===== src/hdl/tlsd_pkg.sv =====
// ----------------------------------------------------------------------------
// tlsd_pkg
// Shared constants and types for the record deframer.
// ----------------------------------------------------------------------------
package tlsd_pkg;

   localparam int unsigned HEADER_BYTES = 5;

   localparam logic [7:0] TYPE_BYTE    = 8'h17;
   localparam logic [7:0] VERSION_BYTE = 8'h03;

   localparam logic [15:0] MAX_LENGTH_RESET = 16'd16384;

   typedef logic [2:0] hdr_pos_type;

   localparam hdr_pos_type HDR_TYPE    = 3'd0;
   localparam hdr_pos_type HDR_VER_MAJ = 3'd1;
   localparam hdr_pos_type HDR_VER_MIN = 3'd2;
   localparam hdr_pos_type HDR_LEN_HI  = 3'd3;
   localparam hdr_pos_type HDR_LEN_LO  = 3'd4;

   typedef enum logic [1:0] {
      STATUS_OK         = 2'd0,
      STATUS_BAD_HEADER = 2'd1,
      STATUS_TOO_LONG   = 2'd2
   } status_type;

   typedef enum logic {
      CSR_INITIAL_SKIP      = 1'b0,
      CSR_MAX_RECORD_LENGTH = 1'b1
   } csr_index_type;

endpackage


===== src/hdl/tlsd_if.sv =====
// ----------------------------------------------------------------------------
// tlsd_req_if / tlsd_rsp_if
// Valid/ready channels carrying stream bytes in and payload beats out.
// ----------------------------------------------------------------------------
interface tlsd_req_if;
   logic       valid;
   logic       ready;
   logic [7:0] stream_byte;

   modport source (output valid, output stream_byte, input ready);
   modport sink   (input valid, input stream_byte, output ready);
endinterface

interface tlsd_rsp_if;
   logic       valid;
   logic       ready;
   logic [7:0] payload_byte;
   logic       payload_valid;
   logic       record_last;
   logic [1:0] status;

   modport source (output valid, output payload_byte, output payload_valid,
                   output record_last, output status, input ready);
   modport sink   (input valid, input payload_byte, input payload_valid,
                   input record_last, input status, output ready);
endinterface


===== src/hdl/tls_record_deframer_core.sv =====
// ----------------------------------------------------------------------------
// tls_record_deframer_core
// Strips application-data record framing from a byte stream.
// ----------------------------------------------------------------------------
// Takes one stream byte per cycle and returns exactly one beat per byte, in
// the next cycle, from a single output register; a new byte is taken
// whenever that register is empty or being drained, so throughput is one
// byte per cycle. Leading bytes set by initial_skip are dropped, then each
// record's 5-byte header (17 03 03, length high, length low) is checked and
// its payload passed through with the final byte marked by record_last. A
// bad header byte or a length above max_record_length sets a sticky status
// that holds until reset; writing initial_skip restarts the skip count at
// once.
module tls_record_deframer_core
   import tlsd_pkg::*;
(
   input  logic               clock,
   input  logic               reset,
   tlsd_req_if.sink           req_chan,
   tlsd_rsp_if.source         rsp_chan,
   input  logic               csr_write_en,
   input  csr_index_type      csr_index,
   input  logic [15:0]        csr_write_data
);

   logic        req_accept;

   logic [15:0] skip_remaining_ff, skip_remaining_in;
   hdr_pos_type header_position_ff, header_position_in;
   logic [7:0]  length_high_ff, length_high_in;
   logic [15:0] payload_remaining_ff, payload_remaining_in;
   status_type  error_code_ff, error_code_in;
   logic [15:0] max_length_ff, max_length_in;

   logic        rsp_valid_ff, rsp_valid_in;
   logic [7:0]  rsp_byte_ff, rsp_byte_in;
   logic        rsp_pvalid_ff, rsp_pvalid_in;
   logic        rsp_last_ff, rsp_last_in;
   status_type  rsp_status_ff, rsp_status_in;

   logic [15:0] record_length;

   assign req_chan.ready = !rsp_valid_ff || rsp_chan.ready;
   assign req_accept     = req_chan.valid && req_chan.ready;
   assign record_length  = {length_high_ff, req_chan.stream_byte};

   always_comb begin
      skip_remaining_in    = skip_remaining_ff;
      header_position_in   = header_position_ff;
      length_high_in       = length_high_ff;
      payload_remaining_in = payload_remaining_ff;
      error_code_in        = error_code_ff;
      max_length_in        = max_length_ff;
      rsp_byte_in          = 8'h00;
      rsp_pvalid_in        = 1'b0;
      rsp_last_in          = 1'b0;

      if (req_accept) begin
         if (error_code_ff != STATUS_OK) begin
            error_code_in = error_code_ff;
         end else if (skip_remaining_ff != 16'd0) begin
            skip_remaining_in = skip_remaining_ff - 16'd1;
         end else if (payload_remaining_ff != 16'd0) begin
            payload_remaining_in = payload_remaining_ff - 16'd1;
            rsp_byte_in          = req_chan.stream_byte;
            rsp_pvalid_in        = 1'b1;
            rsp_last_in          = (payload_remaining_ff == 16'd1);
         end else begin
            case (header_position_ff)
               HDR_VER_MAJ, HDR_VER_MIN: begin
                  if (req_chan.stream_byte != VERSION_BYTE) begin
                     error_code_in = STATUS_BAD_HEADER;
                  end else begin
                     header_position_in = header_position_ff + 3'd1;
                  end
               end
               HDR_LEN_HI: begin
                  length_high_in     = req_chan.stream_byte;
                  header_position_in = HDR_LEN_LO;
               end
               HDR_LEN_LO: begin
                  header_position_in = HDR_TYPE;
                  if (record_length > max_length_ff) begin
                     error_code_in = STATUS_TOO_LONG;
                  end else begin
                     payload_remaining_in = record_length;
                  end
               end
               default: begin
                  if (req_chan.stream_byte != TYPE_BYTE) begin
                     error_code_in = STATUS_BAD_HEADER;
                  end else begin
                     header_position_in = HDR_VER_MAJ;
                  end
               end
            endcase
         end
      end

      rsp_status_in = error_code_in;

      if (csr_write_en) begin
         case (csr_index)
            CSR_INITIAL_SKIP:      skip_remaining_in = csr_write_data;
            CSR_MAX_RECORD_LENGTH: max_length_in     = csr_write_data;
            default: begin
            end
         endcase
      end
   end

   always_comb begin
      if (req_accept) begin
         rsp_valid_in = 1'b1;
      end else if (rsp_chan.ready) begin
         rsp_valid_in = 1'b0;
      end else begin
         rsp_valid_in = rsp_valid_ff;
      end
   end

   always_ff @(posedge clock) begin
      if (reset) begin
         skip_remaining_ff    <= 16'd0;
         header_position_ff   <= HDR_TYPE;
         length_high_ff       <= 8'h00;
         payload_remaining_ff <= 16'd0;
         error_code_ff        <= STATUS_OK;
         max_length_ff        <= MAX_LENGTH_RESET;
         rsp_valid_ff         <= 1'b0;
      end else begin
         skip_remaining_ff    <= skip_remaining_in;
         header_position_ff   <= header_position_in;
         length_high_ff       <= length_high_in;
         payload_remaining_ff <= payload_remaining_in;
         error_code_ff        <= error_code_in;
         max_length_ff        <= max_length_in;
         rsp_valid_ff         <= rsp_valid_in;
      end
   end

   always_ff @(posedge clock) begin
      if (req_accept) begin
         rsp_byte_ff   <= rsp_byte_in;
         rsp_pvalid_ff <= rsp_pvalid_in;
         rsp_last_ff   <= rsp_last_in;
         rsp_status_ff <= rsp_status_in;
      end
   end

   assign rsp_chan.valid         = rsp_valid_ff;
   assign rsp_chan.payload_byte  = rsp_byte_ff;
   assign rsp_chan.payload_valid = rsp_pvalid_ff;
   assign rsp_chan.record_last   = rsp_last_ff;
   assign rsp_chan.status        = rsp_status_ff;

`ifndef SYNTHESIS
   assert property (@(posedge clock) disable iff (reset)
      rsp_valid_ff && rsp_pvalid_ff |-> rsp_status_ff == STATUS_OK)
      else $error("payload beat carries an error status");

   assert property (@(posedge clock) disable iff (reset)
      rsp_valid_ff && rsp_last_ff |-> rsp_pvalid_ff)
      else $error("record_last on a non-payload beat");

   assert property (@(posedge clock) disable iff (reset)
      error_code_ff != STATUS_OK |=> error_code_ff == $past(error_code_ff))
      else $error("sticky error changed");

   assert property (@(posedge clock) disable iff (reset)
      payload_remaining_ff != 16'd0 |-> header_position_ff == HDR_TYPE)
      else $error("payload in progress with a partial header");

   assert property (@(posedge clock) disable iff (reset)
      req_accept |=> rsp_valid_ff)
      else $error("accepted byte produced no beat");
`endif

endmodule

===== src/flat_wrapper.sv =====
// flat-port wrapper written by rule: the top's interface ports become plain ports
module tls_record_deframer_core_flat import tlsd_pkg::*;
  (clock, reset, csr_write_en, csr_index, csr_write_data, req_chan_valid, req_chan_stream_byte, req_chan_ready, rsp_chan_valid, rsp_chan_payload_byte, rsp_chan_payload_valid, rsp_chan_record_last, rsp_chan_status, rsp_chan_ready);
  tlsd_req_if req_chan_i ();
  tlsd_rsp_if rsp_chan_i ();
  input  logic clock;
  input  logic reset;
  input  logic csr_write_en;
  input  csr_index_type csr_index;
  input  logic [15:0] csr_write_data;
  input wire logic [$bits(req_chan_i.valid)-1:0] req_chan_valid;
  input wire logic [$bits(req_chan_i.stream_byte)-1:0] req_chan_stream_byte;
  output wire logic [$bits(req_chan_i.ready)-1:0] req_chan_ready;
  output wire logic [$bits(rsp_chan_i.valid)-1:0] rsp_chan_valid;
  output wire logic [$bits(rsp_chan_i.payload_byte)-1:0] rsp_chan_payload_byte;
  output wire logic [$bits(rsp_chan_i.payload_valid)-1:0] rsp_chan_payload_valid;
  output wire logic [$bits(rsp_chan_i.record_last)-1:0] rsp_chan_record_last;
  output wire logic [$bits(rsp_chan_i.status)-1:0] rsp_chan_status;
  input wire logic [$bits(rsp_chan_i.ready)-1:0] rsp_chan_ready;
  assign req_chan_i.valid = req_chan_valid;
  assign req_chan_i.stream_byte = req_chan_stream_byte;
  assign req_chan_ready = req_chan_i.ready;
  assign rsp_chan_valid = rsp_chan_i.valid;
  assign rsp_chan_payload_byte = rsp_chan_i.payload_byte;
  assign rsp_chan_payload_valid = rsp_chan_i.payload_valid;
  assign rsp_chan_record_last = rsp_chan_i.record_last;
  assign rsp_chan_status = rsp_chan_i.status;
  assign rsp_chan_i.ready = rsp_chan_ready;
  tls_record_deframer_core u_core (.clock(clock), .reset(reset), .req_chan(req_chan_i), .rsp_chan(rsp_chan_i), .csr_write_en(csr_write_en), .csr_index(csr_index), .csr_write_data(csr_write_data));
endmodule

===== config.mk =====
export PLATFORM = sky130hd
export DESIGN_NAME = tls_record_deframer_core_flat
export DESIGN_NICKNAME = d
export VERILOG_FILES = /design/src/hdl/tlsd_pkg.sv /design/src/hdl/tlsd_if.sv /design/src/hdl/tls_record_deframer_core.sv /design/src/flat_wrapper.sv
export SDC_FILE = /design/constraint.sdc
export NUM_CORES = 1
export LEC_CHECK = 0
export BUFFER_PORTS_ARGS = -buffer_cell sky130_fd_sc_hd__buf_4
export CORE_ASPECT_RATIO = 1.5
export CORE_MARGIN = 3
export CORE_UTILIZATION = 49
export CTS_CLUSTER_SIZE = 12
export DETAILED_ROUTE_END_ITERATION = 16
export GPL_TIMING_DRIVEN = 0
export MAX_ROUTING_LAYER = met4
export PLACE_DENSITY = 0.72
export SLEW_MARGIN = 20
export SYNTH_ARGS = -nofsm -noshare
export SYNTH_HDL_FRONTEND = slang
export SYNTH_SLANG_ARGS = --single-unit

===== constraint.sdc =====
create_clock -name clock -period 3.9 [get_ports clock]
set_clock_uncertainty 0.2 [all_clocks]
set_input_delay 0.195 -clock clock [delete_from_list [all_inputs] [get_ports clock]]
set_output_delay 0.195 -clock clock [all_outputs]
set_load 0.05 [all_outputs]

# After elaboration in Yosys (flattened, before gate mapping)
# Index checks and enable logic that the tools add are counted.
dict set report classes {
  add_sub_neg 3
  n_mul 0
  div_mod_pow 0
  magnitude_cmp 1
  eq_ne 10
  n_shift 0
  n_mux 22
  bitwise_logic 3
  n_reduce_logical 15
}
# cell count
set ops {}
lappend ops {{2-to-1 mux 16 bit} 8}
lappend ops {{nonzero test 16 bit} 2}
lappend ops {{subtractor 16 x 1 -> 16 bit (second input constant)} 2}
lappend ops {{== test 16 x 1 -> 1 bit (second input constant)} 1}
lappend ops {{> comparator 16 bit} 1}
lappend ops {{2-to-1 mux 2 bit} 7}
lappend ops {{AND reduction 5 bit} 2}
lappend ops {{case mux 3 bit (3 select lines)} 1}
lappend ops {{!= test 8 x 2 -> 1 bit (second input constant)} 1}
lappend ops {{!= test 8 x 5 -> 1 bit (second input constant)} 1}
lappend ops {{== test 3 x 2 -> 1 bit (second input constant)} 2}
lappend ops {{2-to-1 mux 3 bit} 2}
lappend ops {{case mux 2 bit (3 select lines)} 1}
lappend ops {{AND reduction 6 bit} 1}
lappend ops {{nonzero test 2 bit} 3}
lappend ops {{!= test 4 bit (second input constant)} 1}
lappend ops {{OR reduction 2 bit} 2}
lappend ops {{adder 3 x 1 -> 3 bit (second input constant)} 1}
lappend ops {{== test 3 x 1 -> 1 bit (second input constant)} 1}
lappend ops {{== test 3 bit (second input constant)} 1}
lappend ops {{2-to-1 mux 1 bit} 3}
lappend ops {{NOT 1 bit} 3}
lappend ops {{OR reduction 3 bit} 1}
lappend ops {{!= test 2 x 1 -> 1 bit (second input constant)} 1}
lappend ops {{5 further kinds} 5}
dict set report word_totals {
  reg_bits 74
  latch_bits 0
  mem_bits_rw 0
  romBits 0
  in_bits 30
  wordCells 65
  mem_count 0
}

# Depth between registers and ports, before layout
dict set report logic_depth {
  ltp_word 7
  depth_mapped 10
  depth_no_buf 8
}

# Worst setup path before layout
# OpenSTA, ideal clock, no wires.
dict set report synth_timing {
  kind {reg-to-reg}
  from {reg u_core.rsp_valid_ff (netlist: u_core.rsp_chan.valid)}
  to {reg u_core.payload_remaining_ff[15]}
  setup_time_ns 0.129
  t_arrival_ns 2.325
  path_slack_ns 1.246
  stages_incl_launch_ff 8
  n_path_buf 2
  cell_sequence {dfxtp_1 -> nand2b_1 -> nand3_1 -> or3_1 -> buf_2 -> clkbuf_1 -> o41ai_1 -> a21oi_1}
}
dict set report synth_via {
  elab_chain_len 4
}
# element line_no
set synth_rtl {}
lappend synth_rtl {{start, declared} tls_record_deframer_core.sv:35} ;# logic rsp_valid_ff, rsp_valid_in;
lappend synth_rtl {{start signal, assigned} tls_record_deframer_core.sv:138} ;# rsp_valid_ff <= rsp_valid_in;
lappend synth_rtl {{zero test 1 bit} tls_record_deframer_core.sv:43} ;# assign req_chan.ready = !rsp_valid_ff || rsp_chan.ready;
lappend synth_rtl {{logical OR 1 bit} tls_record_deframer_core.sv:43}
lappend synth_rtl {{via req_chan_ready} flat_wrapper.sv:13} ;# output wire logic [$bits(req_chan_i.ready)-1:0] req_chan_ready;
lappend synth_rtl {{logical AND 1 bit} tls_record_deframer_core.sv:44} ;# assign req_accept = req_chan.valid && req_chan.ready;
lappend synth_rtl {{AND reduction 5 bit (no line)} -}
lappend synth_rtl {{end signal, assigned} tls_record_deframer_core.sv:135} ;# payload_remaining_ff <= payload_remaining_in;
lappend synth_rtl {{end, declared} tls_record_deframer_core.sv:31} ;# logic [15:0] payload_remaining_ff, payload_remaining_in;
# The timed path passes the listed nets, and every way through them passes these cells.
# A chain may end at the register's enable or synchronous reset.

# Final worst setup path
dict set report layout_timing {
  from {reg u_core.payload_remaining_ff[12]}
  to {reg u_core.payload_remaining_ff[3]}
}
dict set report layout_via {
  elab_chain_len 3
  elab_cells_between_ends 5
  classes_between {1 x eq/ne; 1 x mux; 3 x reduce/logical}
}
# element line_no
set layout_rtl {}
lappend layout_rtl {{nonzero test 16 bit *} tls_record_deframer_core.sv:63} ;# end else if (payload_remaining_ff != 16'd0) begin
lappend layout_rtl {{!= test 2 x 1 -> 1 bit (no line) / nonzero test 2 bit (equally long branches)} -}
lappend layout_rtl {{AND reduction 5 bit (no line)} -}
# Mark *: on every way between the ends. The rest lies on a longest branch, timed or not.

==> flow_summary.json <==
{
  "setup_viol": 0,
  "cp.arrival_ns": 3.06,
  "grt_pass1_wl_mm": 18.29,
  "vias_per_cell": 5.776,
  "coreArea_um2": 8058,
  "grt_max_degree": 13,
  "synthMuxAreaShare_pct": 0.7396,
  "synthFlopType": "dfxtp_1",
  "synthAdderAreaFrac_pct": 7.704,
  "vias": 3939,
  "drt_pass1_iterations": 5,
  "clkTransAtPathRegs_ns": 0.06,
  "slew_headroom_pct": 31.37,
  "cts.sinks": 74,
  "drtAntennaViolNets": 0,
  "critPathLaunch": "u_core.payload_remaining_ff[12]",
  "rows": 40,
  "min_from": "rsp_chan_ready",
  "ys_seq_area_share_pct": 39.45,
  "gr-usage-all-layers_pct": 25.47,
  "tightest_slew_ns": 1.023,
  "fin_tns_setup_ns": 0,
  "power_density_nw_per_um2": 430.6,
  "clk_path_buf_depth": 2,
  "syn_area_um2": 4060,
  "status": "finished clean",
  "gp_congestion": 0.9023,
  "synthArstFlopShare_pct": 0,
  "cts-root-buf": "clkbuf_16",
  "total_leakage_power_nw": 1.929,
  "fin_nets": 627,
  "utilization_pct": 62.66,
  "synthToLayoutAreaGrowth_pct": 24.35,
  "drc": 0,
  "fin_crit_sh_pct": 77.27,
  "dp.cells": 641,
  "finalCriticalPeriod_ns": 3.014,
  "finalNonFillerCells": 682,
  "ys_types": 53,
  "hp-class": "input port to flop",
  "end_kind": "flop",
  "crit_required_ns": 3.95,
  "die_x_um": 80.33,
  "synth_top_area_cell": "dfxtp_1",
  "synthTopCellsByArea": "dfxtp_1 (31%), edfxtp_1 (8.9%), ha_1 (7.7%)",
  "antenna_cells": 0,
  "drv_cap": 0,
  "die-height_um": 117.5,
  "dieArea_um2": 9437,
  "worstSetupPathType": "flop to flop",
  "hpwl_mm": 8.303,
  "rsz0062_at_grt": "no",
  "synthSimpleGateAreaFrac_pct": 24.31,
  "synth_enable_flop_cells": 12,
  "yosys.area.top_type_share_pct": 30.57,
  "holdWs_ns": 0.05001,
  "grt_pass1_vias": 3892,
  "power_mw": 2.174,
  "cp-start-kind": "flop",
  "yosysWarnings": 0,
  "htreeDepth": 3,
  "slew_violations": 0,
  "portBuffers": 43,
  "drt_iter0_markers": 300,
  "routed_wl_mm": 11.16,
  "synthCells": 493,
  "antenna_found_initial": 0,
  "wl_per_cell_um": 16.37,
  "start_util_pct": 50.39,
  "fmax_ghz": 0.3318,
  "synth_xor_area_share_pct": 3.236,
  "peakVddDrop_uv": 281.3,
  "insertion_delay_ns": 0.34,
  "syn_avg_cell_area_um2": 8.236,
  "cts_buffers": 9,
  "syn_nets": 548,
  "gr-total-overflow": 0,
  "io_pins": 44,
  "cts_tree": "yes",
  "synth_compound_area_share_pct": 19.38,
  "hold_violations": 0,
  "reg2reg_from": "u_core.payload_remaining_ff[12]",
  "ys_ff_latch": 74,
  "synth_top_family_by_area": "simple AND/OR/NAND/NOR gates",
  "cp_max_fo": 10,
  "drive_gt1_share_pct": 12.13
}
-- repair_timing --
item                                    4_1_cts  5_1_grt
resized for setup                             0        0
hold endpoints to repair                     45        0
hold buffers                                 25        0
endpoints found under the setup margin        0        0
buffers inserted                              0        0
-- path summary, 6_finish.rpt --
kind / to / slack [ns] / cells after the start
setup / recovery: u_core.payload_remaining_ff[3] / 0.89 / 8
hold / removal: u_core.rsp_chan.valid / 0.05 / 3
setup reg to reg: u_core.payload_remaining_ff[3] / 0.89 / 8
hold reg to reg: u_core.max_length_ff[11] / 0.25 / 2
-- Yosys cell counts, types with 2 or more instances --
master,instances
or4_1,3
nand2b_1,5
inv_1,30
and3_1,3
clkbuf_1,15
or3_1,8
a21oi_1,56
nor3b_1,3
xnor2_1,6
nor2_1,35
nor3_1,16
o311ai_0,6
edfxtp_1,12
o211ai_1,10
xor2_1,9
ha_1,25
nand3_1,6
and4_1,2
nand4_1,9
nand4b_1,3
o41ai_1,4
o2111ai_1,4
o21ai_0,19
dfxtp_1,62
buf_2,6
o311ai_1,2
o31ai_1,6
buf_1,3
nor4_2,2
nor4_1,10
nand2_1,70
a211oi_1,8
and2_1,13
mux2i_1,3
-- critical path, stage by stage, from the launching register on --
cell	delay, ns
dfxtp_1	0.37
nor4_1	0.68
nand4_1	0.47
a31oi_1	0.29
o41a_1	0.17
buf_2	0.24
buf_2	0.27
o211ai_1	0.14
o31ai_1	0.10
-- flip-flops by register name, indices dropped and copies added (netlist names), 2 cells and up --
signal	cells
u_core.error_code_ff	2
u_core.header_position_ff	3
u_core.length_high_ff	8
u_core.max_length_ff	16
u_core.payload_remaining_ff	16
u_core.rsp_chan.payload_byte	8
u_core.rsp_chan.status	2
u_core.skip_remaining_ff	16
-- cell type report --
cell class                      instances  area [µm²]
Buffer                                 24       97.59
Clock buffer                           14       274.0
Clock inverter                          2       10.01
Fill cell                             730        3009
Inverter                               30       112.6
Multi-Input combinational cell        365        2248
Sequential cell                        74        1602
Tap cell                              105       131.4
Timing Repair Buffer                   68       573.1
-- report_power, final --
| part | internal [mW] | total [mW] | switching, mW |
|---|---|---|---|
| Combinational | 0.201 | 0.542 | 0.341 |
| Clock | 0.481 | 0.776 | 0.296 |
| Sequential | 0.817 | 0.856 | 0.0389 |
-- metrics by stage --
step / cell area, µm² / setup slack [ns]
3_3_place_gp: 4514 / 0.9767
6_report: 5049 / 0.8864
4_1_cts: 5049 / 0.9187
2_1_floorplan: 4060 / 1.246
3_5_place_dp: 4514 / 0.9402
5_1_grt: 5049 / 0.6792
-- per-layer routing --
| metal | wire length (µm) | global-route usage [%] | vias up |
|---|---|---|---|
| met5 | 0 | - | - |
| met4 | 508 | 16.81 | 0 |
| met3 | 629 | 3.216 | 41 |
| met2 | 5695 | 42.12 | 155 |
| met1 | 4328 | 27.99 | 1805 |
| li1 | - | - | 1938 |
-- cell usage in the layout (no fill, tap or decap), types with 8 or more instances in the layout --
cell type,synthesis,layout
clkbuf_1,15,17
o21ai_0,19,19
nor2_1,35,35
nor4_1,10,10
a211oi_1,8,8
dlygate4sd3_1,0,25
o211ai_1,10,10
ha_1,25,25
dfxtp_1,62,62
clkbuf_16,0,9
and2_1,13,13
or3_1,8,8
nor3_1,16,16
nand2_1,70,70
nand4_1,9,9
xor2_1,9,9
buf_4,0,43
edfxtp_1,12,12
a21oi_1,56,56
inv_1,30,30
-- cell families (layout without fill, tap and decap cells) --
group	Yosys count	after routing
AO/OA/AOI/OAI	126	126
adder cells (fa/ha/maj)	25	25
flip-flops	74	74
XOR/XNOR	15	15
buffers and inverters	54	138
AND/OR/NAND/NOR	196	196
multiplexers	3	3
No activity file was read; power rests on OpenSTA's default activity.
